==> src/rtl/sme_pkg.sv <==
// ----------------------------------------------------------------------------
// sme_pkg
// Shared types and constants of the stable matching engine.
// ----------------------------------------------------------------------------
package sme_pkg;

    localparam int MAX_PAIRS = 16;
    localparam int IDX_W     = 4;
    localparam int CNT_W     = 5;
    localparam int ADDR_W    = 2 * IDX_W;

    typedef logic [IDX_W-1:0] t_idx;
    typedef logic [CNT_W-1:0] t_cnt;

    typedef enum logic [2:0] {
        ST_IDLE,
        ST_INIT,
        ST_POP,
        ST_MREQ,
        ST_MCHK,
        ST_WREQ,
        ST_WCHK,
        ST_OUT
    } t_state;

    typedef struct packed {
        logic [ADDR_W-1:0] man_addr;
        logic [ADDR_W-1:0] wom_addr;
    } t_rd_req;

    typedef struct packed {
        logic valid;
        t_idx woman;
        t_idx husband;
        logic last;
    } t_res;

endpackage

==> src/rtl/stable_matching_engine_core.sv <==
// ----------------------------------------------------------------------------
// stable_matching_engine_core
// Man-proposing stable matching over preference lists loaded by stream.
// ----------------------------------------------------------------------------
// The input stream carries one preference-list entry per request: tuser
// selects a man's list (0) or a woman's list (1), tdata holds owner, rank
// and choice. Entries are stored in two list RAMs at one request per cycle.
// The request with tlast set is stored and then starts the matching; tready
// stays low until every result of that run has entered the output register.
// The run pops free men from a stack and lets each propose down his list.
// A pop takes the ST_POP state; a proposal reads the man's list entry,
// then scans the woman's list one entry at a time, each a read and a check.
// A displaced man starts again at the head of his list, so a run of n pairs
// pops at most about n*n+n times; its run time is set by the one read port
// of each list RAM.
// Results then leave one per cycle, woman 0 to n-1, with tlast on the last.
// A stalled receiver holds the output register and the sequencer waits.
// The user writes the pair count register through i_cfg_we only while the
// block is idle; the block does not enforce this. Reset returns the sequencer
// to idle, empties the output register, sets 16 pairs; list RAMs not cleared.
// ----------------------------------------------------------------------------
module stable_matching_engine_core (
    input  logic        i_clk,
    input  logic        i_rst_n,
    input  logic        i_cfg_we,
    input  logic [4:0]  i_cfg_wdata,
    input  logic        s_axis_tvalid,
    output logic        s_axis_tready,
    input  logic [15:0] s_axis_tdata,   // person[3:0], rank[7:4], choice[11:8], zero
    input  logic        s_axis_tuser,   // side[0]
    input  logic        s_axis_tlast,
    output logic        m_axis_tvalid,
    input  logic        m_axis_tready,
    output logic [7:0]  m_axis_tdata,   // woman[3:0], husband[7:4]
    output logic        m_axis_tlast
);

    import sme_pkg::*;

    logic     [CNT_W-1:0] r_pairs;
    t_cnt     pairs_sat;
    logic     in_acc;
    logic     [ADDR_W-1:0] waddr;
    t_idx     man_rdata;
    t_idx     wom_rdata;
    t_rd_req  rd;
    t_res     res;
    logic     res_ready;
    logic     seq_idle;

    logic     r_o_valid;
    t_idx     r_o_woman;
    t_idx     r_o_husband;
    logic     r_o_last;

    always_ff @(posedge i_clk) begin
        if (!i_rst_n) begin
            r_pairs <= CNT_W'(MAX_PAIRS);
        end else if (i_cfg_we) begin
            r_pairs <= i_cfg_wdata;
        end
    end

    always_comb begin
        if (r_pairs == '0) begin
            pairs_sat = CNT_W'(1);
        end else if (r_pairs > CNT_W'(MAX_PAIRS)) begin
            pairs_sat = CNT_W'(MAX_PAIRS);
        end else begin
            pairs_sat = r_pairs;
        end
    end

    assign s_axis_tready = seq_idle;
    assign in_acc        = s_axis_tvalid && seq_idle;
    assign waddr         = {s_axis_tdata[3:0], s_axis_tdata[7:4]};

    sme_ram #(.WIDTH(IDX_W), .DEPTH(MAX_PAIRS * MAX_PAIRS)) u_man_ram (
        .i_clk   (i_clk),
        .i_we    (in_acc && !s_axis_tuser),
        .i_waddr (waddr),
        .i_wdata (s_axis_tdata[11:8]),
        .i_raddr (rd.man_addr),
        .o_rdata (man_rdata)
    );

    sme_ram #(.WIDTH(IDX_W), .DEPTH(MAX_PAIRS * MAX_PAIRS)) u_wom_ram (
        .i_clk   (i_clk),
        .i_we    (in_acc && s_axis_tuser),
        .i_waddr (waddr),
        .i_wdata (s_axis_tdata[11:8]),
        .i_raddr (rd.wom_addr),
        .o_rdata (wom_rdata)
    );

    sme_seq u_seq (
        .i_clk       (i_clk),
        .i_rst_n     (i_rst_n),
        .i_start     (in_acc && s_axis_tlast),
        .i_n         (pairs_sat),
        .i_man_rdata (man_rdata),
        .i_wom_rdata (wom_rdata),
        .i_res_ready (res_ready),
        .o_rd        (rd),
        .o_res       (res),
        .o_idle      (seq_idle)
    );

    assign res_ready = !r_o_valid || m_axis_tready;

    always_ff @(posedge i_clk) begin
        if (!i_rst_n) begin
            r_o_valid <= 1'b0;
        end else if (res.valid && res_ready) begin
            r_o_valid <= 1'b1;
        end else if (m_axis_tready) begin
            r_o_valid <= 1'b0;
        end
    end

    always_ff @(posedge i_clk) begin
        if (res.valid && res_ready) begin
            r_o_woman   <= res.woman;
            r_o_husband <= res.husband;
            r_o_last    <= res.last;
        end
    end

    assign m_axis_tvalid = r_o_valid;
    assign m_axis_tdata  = {r_o_husband, r_o_woman};
    assign m_axis_tlast  = r_o_last;

endmodule

==> src/rtl/sme_ram.sv <==
// ----------------------------------------------------------------------------
// sme_ram
// Generic single-write, single-read RAM with registered read data.
// ----------------------------------------------------------------------------
module sme_ram #(
    parameter int WIDTH = 4,
    parameter int DEPTH = 256
) (
    input  logic                     i_clk,
    input  logic                     i_we,
    input  logic [$clog2(DEPTH)-1:0] i_waddr,
    input  logic [WIDTH-1:0]         i_wdata,
    input  logic [$clog2(DEPTH)-1:0] i_raddr,
    output logic [WIDTH-1:0]         o_rdata
);

    logic [WIDTH-1:0] r_mem [DEPTH];
    logic [WIDTH-1:0] r_rdata;

    always_ff @(posedge i_clk) begin
        if (i_we) begin
            r_mem[i_waddr] <= i_wdata;
        end
        r_rdata <= r_mem[i_raddr];
    end

    assign o_rdata = r_rdata;

endmodule

==> src/rtl/sme_seq.sv <==
// ----------------------------------------------------------------------------
// sme_seq
// Proposal sequencer: free-man stack, partner table and list scans.
// ----------------------------------------------------------------------------
module sme_seq (
    input  logic            i_clk,
    input  logic            i_rst_n,
    input  logic            i_start,
    input  sme_pkg::t_cnt   i_n,
    input  sme_pkg::t_idx   i_man_rdata,
    input  sme_pkg::t_idx   i_wom_rdata,
    input  logic            i_res_ready,
    output sme_pkg::t_rd_req o_rd,
    output sme_pkg::t_res   o_res,
    output logic            o_idle
);

    import sme_pkg::*;

    t_state r_state;
    t_state n_state;

    t_cnt   r_n;
    t_cnt   r_sp;
    t_cnt   r_r;
    t_cnt   r_j;
    t_idx   r_k;
    t_idx   r_man;
    t_idx   r_w;
    t_idx   r_cur;
    t_idx   r_stack [MAX_PAIRS];
    t_idx   r_pw    [MAX_PAIRS];
    logic [MAX_PAIRS-1:0] r_busy;

    logic   w_in_range;
    logic   res_fire;
    t_idx   pop_idx;

    assign w_in_range = (CNT_W'(i_man_rdata) < r_n);
    assign res_fire   = (r_state == ST_OUT) && i_res_ready;
    assign pop_idx    = IDX_W'(r_sp - CNT_W'(1));

    always_comb begin
        n_state = r_state;
        unique case (r_state)
            ST_IDLE: if (i_start) n_state = ST_INIT;
            ST_INIT: n_state = ST_POP;
            ST_POP: begin
                n_state = (r_sp == '0) ? ST_OUT : ST_MREQ;
            end
            ST_MREQ: begin
                n_state = (r_r == r_n) ? ST_POP : ST_MCHK;
            end
            ST_MCHK: begin
                if (!w_in_range) begin
                    n_state = ST_MREQ;
                end else if (!r_busy[i_man_rdata]) begin
                    n_state = ST_POP;
                end else begin
                    n_state = ST_WREQ;
                end
            end
            ST_WREQ: begin
                n_state = (r_j == r_n) ? ST_MREQ : ST_WCHK;
            end
            ST_WCHK: begin
                if (i_wom_rdata == r_cur) begin
                    n_state = ST_MREQ;
                end else if (i_wom_rdata == r_man) begin
                    n_state = ST_POP;
                end else begin
                    n_state = ST_WREQ;
                end
            end
            ST_OUT: begin
                if (res_fire && (CNT_W'(r_k) == r_n - CNT_W'(1))) n_state = ST_IDLE;
            end
            default: n_state = ST_IDLE;
        endcase
    end

    always_comb begin
        o_rd.man_addr = {r_man, r_r[IDX_W-1:0]};
        o_rd.wom_addr = {r_w, r_j[IDX_W-1:0]};
        o_res.valid   = (r_state == ST_OUT);
        o_res.woman   = r_k;
        o_res.husband = r_busy[r_k] ? r_pw[r_k] : '0;
        o_res.last    = (CNT_W'(r_k) == r_n - CNT_W'(1));
        o_idle        = (r_state == ST_IDLE);
    end

    always_ff @(posedge i_clk) begin
        if (!i_rst_n) begin
            r_state <= ST_IDLE;
            r_sp    <= '0;
            r_busy  <= '0;
        end else begin
            r_state <= n_state;
            unique case (r_state)
                ST_IDLE: begin
                    if (i_start) r_n <= i_n;
                end
                ST_INIT: begin
                    r_busy <= '0;
                    r_sp   <= r_n;
                    for (int i = 0; i < MAX_PAIRS; i++) begin
                        r_stack[i] <= IDX_W'(i);
                    end
                end
                ST_POP: begin
                    if (r_sp != '0) begin
                        r_man <= r_stack[pop_idx];
                        r_sp  <= r_sp - CNT_W'(1);
                        r_r   <= '0;
                    end else begin
                        r_k <= '0;
                    end
                end
                ST_MCHK: begin
                    r_r   <= r_r + CNT_W'(1);
                    r_w   <= i_man_rdata;
                    r_cur <= r_pw[i_man_rdata];
                    r_j   <= '0;
                    if (w_in_range && !r_busy[i_man_rdata]) begin
                        r_pw[i_man_rdata]   <= r_man;
                        r_busy[i_man_rdata] <= 1'b1;
                    end
                end
                ST_WCHK: begin
                    r_j <= r_j + CNT_W'(1);
                    if (i_wom_rdata != r_cur && i_wom_rdata == r_man) begin
                        r_pw[r_w] <= r_man;
                        if (r_sp < CNT_W'(MAX_PAIRS)) begin
                            r_stack[r_sp[IDX_W-1:0]] <= r_cur;
                            r_sp <= r_sp + CNT_W'(1);
                        end
                    end
                end
                ST_OUT: begin
                    if (res_fire) r_k <= r_k + IDX_W'(1);
                end
                default: ;
            endcase
        end
    end

    a_init_fills_stack: assert property (@(posedge i_clk) disable iff (!i_rst_n)
        (r_state == ST_INIT) |=> (r_sp == r_n))
        else $error("stack not filled with all men after init");

    a_sp_bound: assert property (@(posedge i_clk) disable iff (!i_rst_n)
        (r_sp <= CNT_W'(MAX_PAIRS)))
        else $error("free stack overflow");

    a_check_after_read: assert property (@(posedge i_clk) disable iff (!i_rst_n)
        (r_state == ST_MCHK) |-> ($past(r_state) == ST_MREQ))
        else $error("man list checked without a read");

    a_run_ends_on_last: assert property (@(posedge i_clk) disable iff (!i_rst_n)
        ($past(r_state) == ST_OUT && r_state == ST_IDLE) |-> $past(o_res.last))
        else $error("result run ended before its last result");

endmodule
==> config.mk <==
export PLATFORM = sky130hd
export DESIGN_NAME = stable_matching_engine_core
export DESIGN_NICKNAME = d
export VERILOG_FILES = /design/src/rtl/sme_pkg.sv /design/src/rtl/stable_matching_engine_core.sv /design/src/rtl/sme_ram.sv /design/src/rtl/sme_seq.sv
export SDC_FILE = /design/constraint.sdc
export NUM_CORES = 2
export LEC_CHECK = 0
export BUFFER_PORTS_ARGS = -buffer_cell sky130_fd_sc_hd__buf_2
export CORE_MARGIN = 5
export CORE_UTILIZATION = 60
export DETAILED_ROUTE_END_ITERATION = 7
export PLACE_DENSITY = 0.75
export SLEW_MARGIN = 15
export SYNTH_ARGS = -nofsm -noshare
export SYNTH_HDL_FRONTEND = slang
export SYNTH_SLANG_ARGS = --single-unit
==> constraint.sdc <==
create_clock -name i_clk -period 8 [get_ports i_clk]
set_clock_uncertainty 0.1 [all_clocks]
set_input_delay 0.4 -clock i_clk [delete_from_list [all_inputs] [get_ports i_clk]]
set_output_delay 0.4 -clock i_clk [all_outputs]
set_load 0.005 [all_outputs]
# After elaboration in Yosys (flattened, before gate mapping)
# Memory sizes are Yosys's and may differ from the RTL's. A register that Yosys moved wholly into a read port is not among the register bits.
# Index checks and enable logic that the tools add are counted.
[word_totals]
register_bits = 58
latch_bits = 0
ramBits = 2176
mem_bits_ro = 0
inputBits = 28
out_inout_bits = 11
elab_cells = 144
mem_count = 4
[classes]
add_sub_neg = 6
n_mul = 0
div = 0
order_cmp = 6
eq_ne = 21
shifts = 0
mux = 57
bitwise = 1
reduce_logical = 36
[memory_table]
columns = ["memory", "depth", "width", "read_ports", "rd_clocked_by_memory_dff", "wr", "line_no", "source"]
rows = [
  ["u_man_ram.r_mem", 256, 4, 1, 1, 1, "sme_ram.sv:17", "logic [WIDTH-1:0] r_mem [DEPTH];"],
  ["u_wom_ram.r_mem", 256, 4, 1, 1, 1, "sme_ram.sv:17", ""],
  ["u_seq.r_pw", 16, 4, 2, 2, 1, "sme_seq.sv:32", "t_idx r_pw [MAX_PAIRS];"],
  ["u_seq.r_stack", 16, 4, 1, 1, 16, "sme_seq.sv:31", "t_idx r_stack [MAX_PAIRS];"],
]
[op_table]
columns = ["cell", "count"]
rows = [
  ["16-bit one-hot mux with 2 select lines", 1],
  ["1-bit 2-to-1 mux", 27],
  ["3-bit 2-to-1 mux", 9],
  ["5-bit 2-to-1 mux", 5],
  ["4-bit 2-to-1 mux", 6],
  ["3-bit one-hot mux with 8 select lines", 1],
  ["5-bit one-hot mux with 2 select lines", 2],
  ["16-bit 2-to-1 mux", 1],
  ["16-bit OR", 1],
  ["5-bit by 1-bit adder with 5-bit output, second input constant", 3],
  ["5-bit one-hot mux with 3 select lines", 1],
  ["2-bit by 1-bit inequality test with 1-bit output, second input constant", 7],
  ["3-bit equality test, second input constant", 4],
  ["5-bit equality test", 2],
  ["5-bit logical NOT", 2],
  ["4-bit by 5-bit less-than comparator with 1-bit output, second input constant", 2],
  ["2-bit nonzero test", 5],
  ["5-bit by 1-bit subtractor with 5-bit output, second input constant", 2],
  ["1-bit logical AND", 9],
  ["3-bit AND reduction", 3],
  ["1-bit binary-select mux with 4-bit select", 2],
  ["4-bit equality test", 2],
  ["4-bit one-hot mux with 2 select lines", 1],
  ["2-bit AND reduction", 4],
  ["other kinds (19)", 25],
]

# Longest topological paths before layout
[depth]
word_depth = 9
depth_mapped = 13
ltp_nobuf = 9

# Modules after synthesis
# From an unflattened synthesis, not the netlist that was laid out.
[hier_totals]
hier_cells = 4862
area_unflattened_um2 = 91383.9
[modules_own_cells]
columns = ["module", "instances", "cells_per_inst", "area_per_inst_um2", "seq_area_each_um2"]
rows = [
  ["sme_ram", 2, 2051, 40675.3, 30829.6],
  ["sme_seq", 1, 719, 9477.8, 5335.1],
  ["stable_matching_engine_core", 1, 41, 555.5, 390.4],
]

# Worst setup path after synthesis
# Ideal clock, no wire load.
[synth_timing]
path_type = "register to register"
startpoint = "register u_seq.r_man[2] (read register of u_seq.r_stack)"
endpoint = "memory u_seq.r_pw[6][0] (netlist bit), enable pin"
t_arrival_ns = 2.646
required_time_ns = 7.523
path_slack_ns = 4.877
stages_incl_launch_ff = 8
path_buffers = 1
synth_period_minus_slack_ns = 3.123
cell_sequence = "edfxtp_1 xnor2_1 nand4_1 nand2b_1 nor3_1 buf_2 mux2_2 nor4_1"
[synth_between]
elab_chain_cells = 8
word_cells_on_any_way = 9
classes_between = "1 x eq/ne; 6 x mux; 2 x reduce/logical"
[synth_lines]
columns = ["element", "line_no", "source"]
rows = [
  ["start: declaration", "sme_seq.sv:28", "t_idx r_man;"],
  ["4-bit equality test (*)", "sme_seq.sv:131", "if (i_wom_rdata != r_cur && i_wom_rdata == r_man) begin"],
  ["1-bit logical AND (*)", "sme_seq.sv:131", ""],
  ["1-bit 2-to-1 mux (*)", "sme_seq.sv:131", ""],
  ["1-bit 2-to-1 mux (*)", "sme_seq.sv:99", "unique case (r_state)"],
  ["1-bit 2-to-1 mux (*)", "sme_seq.sv:93", "if (!i_rst_n) begin"],
  ["1-bit 2-to-1 mux (not written as such) (*)", "sme_seq.sv:132", "r_pw[r_w] <= r_man;"],
  ["4-bit OR reduction (no line)", "-", ""],
  ["4-bit 2-to-1 mux (no line) / 1-bit 2-to-1 mux (equally long branches)", "-", ""],
  ["end: declaration", "sme_seq.sv:32", ""],
]
# Mark *: on every way between the ends. The rest lies on a longest branch, timed or not.

==> results.md <==
- Port buffering added 34 buffers.
- The end point of the most critical hold path is u_man_ram.r_mem[51][0].
- STA puts the critical path data arrival time at 5.23 ns.
- During synthesis, Yosys emitted a total of 0 warnings.
- Setup violations remaining at the end of the flow were counted as 0.
- By startpoint and endpoint, the worst setup path is classified as flip-flop to flip-flop.
- Synthesis produced a netlist whose cell count is 5156.
- For this design the static power due to leakage is 0.0311 uW.
- The cell count of the worst reg-to-reg path is 9.
- Summing every instance area after synthesis gives 90900 um2.
- sky130_fd_sc_hd__edfxtp_1 is the most common cell in the netlist.
- The end of the worst register-to-register path is u_man_ram.o_rdata[2].
- The number of nets in the synthesized netlist is 5198.
- The shortest clock period the worst path allows after layout is 4.67 ns.
- Yosys attributes the largest share of cell area to sky130_fd_sc_hd__edfxtp_1 73%, sky130_fd_sc_hd__mux4_2 8.6%, sky130_fd_sc_hd__mux2i_1 5.3%.
- Once layout is complete, the utilization of the core stands at 0.663.
- The kind of path behind the tightest hold check is input pin to flip-flop.
- The critical path buffer and inverter count is 2.
- The signed area change from the synthesized netlist to the final layout is 9.58%.
- For this run, design rule violations remaining after detail routing come to 0.
- The checks that failed: negative hold slack.
- The power density relative to cell area is 255 nW/um2.
- The post-route antenna net violation count is 0.
- The final hold violation count is 6.
- The worst setup path is launched from a flip-flop.
- For the final routed database, the setup TNS stands at 0 ns.
- The floorplan die area is 159000 um2.
- The number of nets in the final layout is 5180.
- Counting instances, the worst hold path has a depth of 1.
- The number of global-route vias before repair is 49123.
- The vias after detailed routing is 48939.
- The maximum number of pins on one net before global-route repair is 199.
- Of the cells placed in the final design, the portion with a size suffix greater than 1 is 0.149.
- The largest area contributor in the synthesized netlist is sky130_fd_sc_hd__edfxtp_1.
- Clock tree synthesis found a total of 2254 sinks.
- A synthesized cell averages 17.6 um2.
- The peak supply drop is 0.000258 V.
- The synthesized netlist contains 61 unique library cells.
- Routability-driven placement finished with a final weighted congestion of 0.843.
- The die is 399 um tall.
- The cell repeated most along the worst path is sky130_fd_sc_hd__nor4_1.
- The final worst-path cycle share is 0.584.
- After clock tree synthesis, the clock-pin slew on the worst setup and hold paths is 0.06 ns.
- For this run, asynchronously set or reset flops after synthesis account for 0.
- In the synthesized netlist, the cells that appear most often are 2216 x sky130_fd_sc_hd__edfxtp_1, 592 x sky130_fd_sc_hd__nor2_1, 477 x sky130_fd_sc_hd__mux2i_1.
- Global routing finished with a remaining overflow of 0.
- Static timing analysis puts the maximum clock frequency at 214 MHz.
- The detailed router finished its first iteration with 6441 violations.
- Dividing the detail-routed wire length by the instance count gives 29.1 um.
- After detailed routing, the number of vias per cell comes to 6.67.
- The first global-routing pass estimated 316000 um of wire.
- The root buffer cell is sky130_fd_sc_hd__clkbuf_16.
- Of the post-synthesis cell area, the dominant cell type holds 0.732.
- The slowest stage of the critical path is the sky130_fd_sc_hd__nor4_1 cell.
- The most used flip-flop cell after synthesis is sky130_fd_sc_hd__edfxtp_1.
- The largest stage delay on the critical path is 0.94 ns.
- The insertion delay of the later-clocked pin in the worst-skew pair is 0.85 ns.
- The sort of element at the end of the critical path is a flip-flop.
- The row count is 142.
- The number of antenna violations at the first check in global routing is 14.
- The number of gates given a new drive strength after cts is 0.
- The normalized max-slew margin is 0.197.
- The startpoint of the most critical hold path is s_axis_tdata[8].
- The worst flop-to-flop path startpoint is u_seq.r_r[1].
- The flow ran to the end, but the final reports show violations.
- Setup repair after global routing left no endpoint under its margin.
- The number of max-slew violations in the final report is 0.
- Counting the buffers created by CTS gives 207.
- The actual transition at the worst max-transition pin is 1.20 ns.
- The total length of routed wires is 214000 um.
- No sink is reached through more buffers than the 3 on the longest clock path.
- The maximum fanout along the worst path is 118.
- The clock tree from TritonCTS is built.
- The effective utilization at floorplan is 0.605.
- Before antenna repair, the detailed router went through 7 iterations.
- 39 I/O pins were placed.
- The number of enable flip-flop cells after synthesis is 2216.
- The sequential-to-total area share from yosys stat is 0.741.
- In this run the number of H-tree levels came out at 4.
- In this run, synthesis produced a sequential element count of 2254.
- The HPWL after detailed placement is 122000 um.
- The cell family contributing the most delay on the critical path is simple AND/OR/NAND/NOR gates.
- The required time of the worst setup path is 8.55 ns.
- Across the run, the number of max-cap violations was 0.
- In this run the horizontal extent of the chip is 399 um.
- In this run the register-to-register setup slack is 3.33 ns.
- Traced cell by cell, the critical path runs through buf_12 -> nand2b_4 -> buf_4 -> o22ai_1 -> nor3_1 -> a211oi_1 -> nor4_1 -> nor4_1 -> a21boi_0.
- The worst-case hold slack is -0.0471 ns.
- The region available for standard cell placement spans 150000 um2.
- The global-route total usage across every layer is 0.269.
- The buffers inserted during post-CTS setup optimization is 0.
## cells by family (layout without fill, tap and decap cells)
logic type,count (synthesis),after routing,synth area share
compound gates,638,638,0.0486
xor+xnor,34,34,0.00328
fa+ha+maj,14,14,0.00193
buf+inv,391,548,0.0191
flops,2254,2254,0.741
mux,825,825,0.139
other cells,0,4,0
simple gates,1000,1000,0.0476
## layer usage
metal,vias up,share of wire,GRT usage,wire [um]
li1,20704,-,-,-
met1,24925,0.38,0.379,80500
met2,2852,0.48,0.427,103000
met3,446,0.11,0.0647,23900
met4,12,0.030,0.0812,6360
met5,-,0.00037,0,79
## flip-flops by register name, summed over array words and instances, names as in the netlist, 5 cells and up
register         count
u_seq.r_sp           5
u_wom_ram.r_mem   1024
r_pairs              5
u_seq.r_busy        16
u_seq.r_r            5
u_seq.r_j            5
u_seq.r_stack       64
u_man_ram.r_mem   1024
u_seq.r_pw          64
u_seq.r_n            5
## cell usage in the layout (no fill, tap or decap), drive strengths merged, types with 115 or more instances in the layout
| cell type | synthesis | layout |
|---|---|---|
| a21oi | 147 | 147 |
| buf | 124 | 126 |
| clkbuf | 238 | 266 |
| edfxtp | 2216 | 2216 |
| mux2i | 477 | 477 |
| mux4 | 347 | 347 |
| nand2 | 125 | 125 |
| nor2 | 592 | 592 |
| o21ai | 115 | 115 |
| o221ai | 157 | 157 |
## how the worst max path moves through the flow
| stage | to | cells after the start | start |
|---|---|---|---|
| 4_1_cts | u_man_ram.o_rdata[0] | 9 | u_seq.r_r[1] |
| 2_1_floorplan | u_seq.r_pw[6][0] | 7 | u_seq.r_man[2] |
| 3_3_place_gp | u_man_ram.o_rdata[2] | 9 | u_seq.r_r[1] |
| 6_report | u_man_ram.o_rdata[2] | 9 | u_seq.r_r[1] |
| 5_1_grt | u_man_ram.o_rdata[2] | 9 | u_seq.r_r[1] |
| 3_5_place_dp | u_man_ram.o_rdata[0] | 9 | u_seq.r_r[1] |
## power breakdown
group	internal [uW]	switching (uW)
Clock	5280	4260
Combinational	958	1690
Sequential	13100	134
Total	19300	6080
## final cells by class
class                      instances  area [um2]
sequential                      2254       67300
fill                            9628       50600
multi-input combinational       2511       21900
clock buffer                     266        5470
tap                             2016        2520
timing repair buffer             135        1180
clock inverter                   118        1090
inverter                          29         109
antenna                            4        10.0
## per-stage QoR
step	area (um2)	worst slack (ns)	total power, uW	hold WS, ns	instances
floorplan	90900	4.88	15200	0.303	5156
global placement	92900	3.57	16000	0.349	6936
detailed placement	92900	3.49	16100	0.369	6936
CTS	99500	3.43	25500	0.0210	7329
global route	99600	3.29	26200	0.0281	7331
finish	99600	3.33	25400	-0.0471	7333
## what timing repair did
item | 4_1_cts | 5_1_grt
hold buffers | 9 | 0
hold endpoints to repair | 13 | 0
setup endpoints to repair | 0 | 0
(Power assumes the default switching activity.)
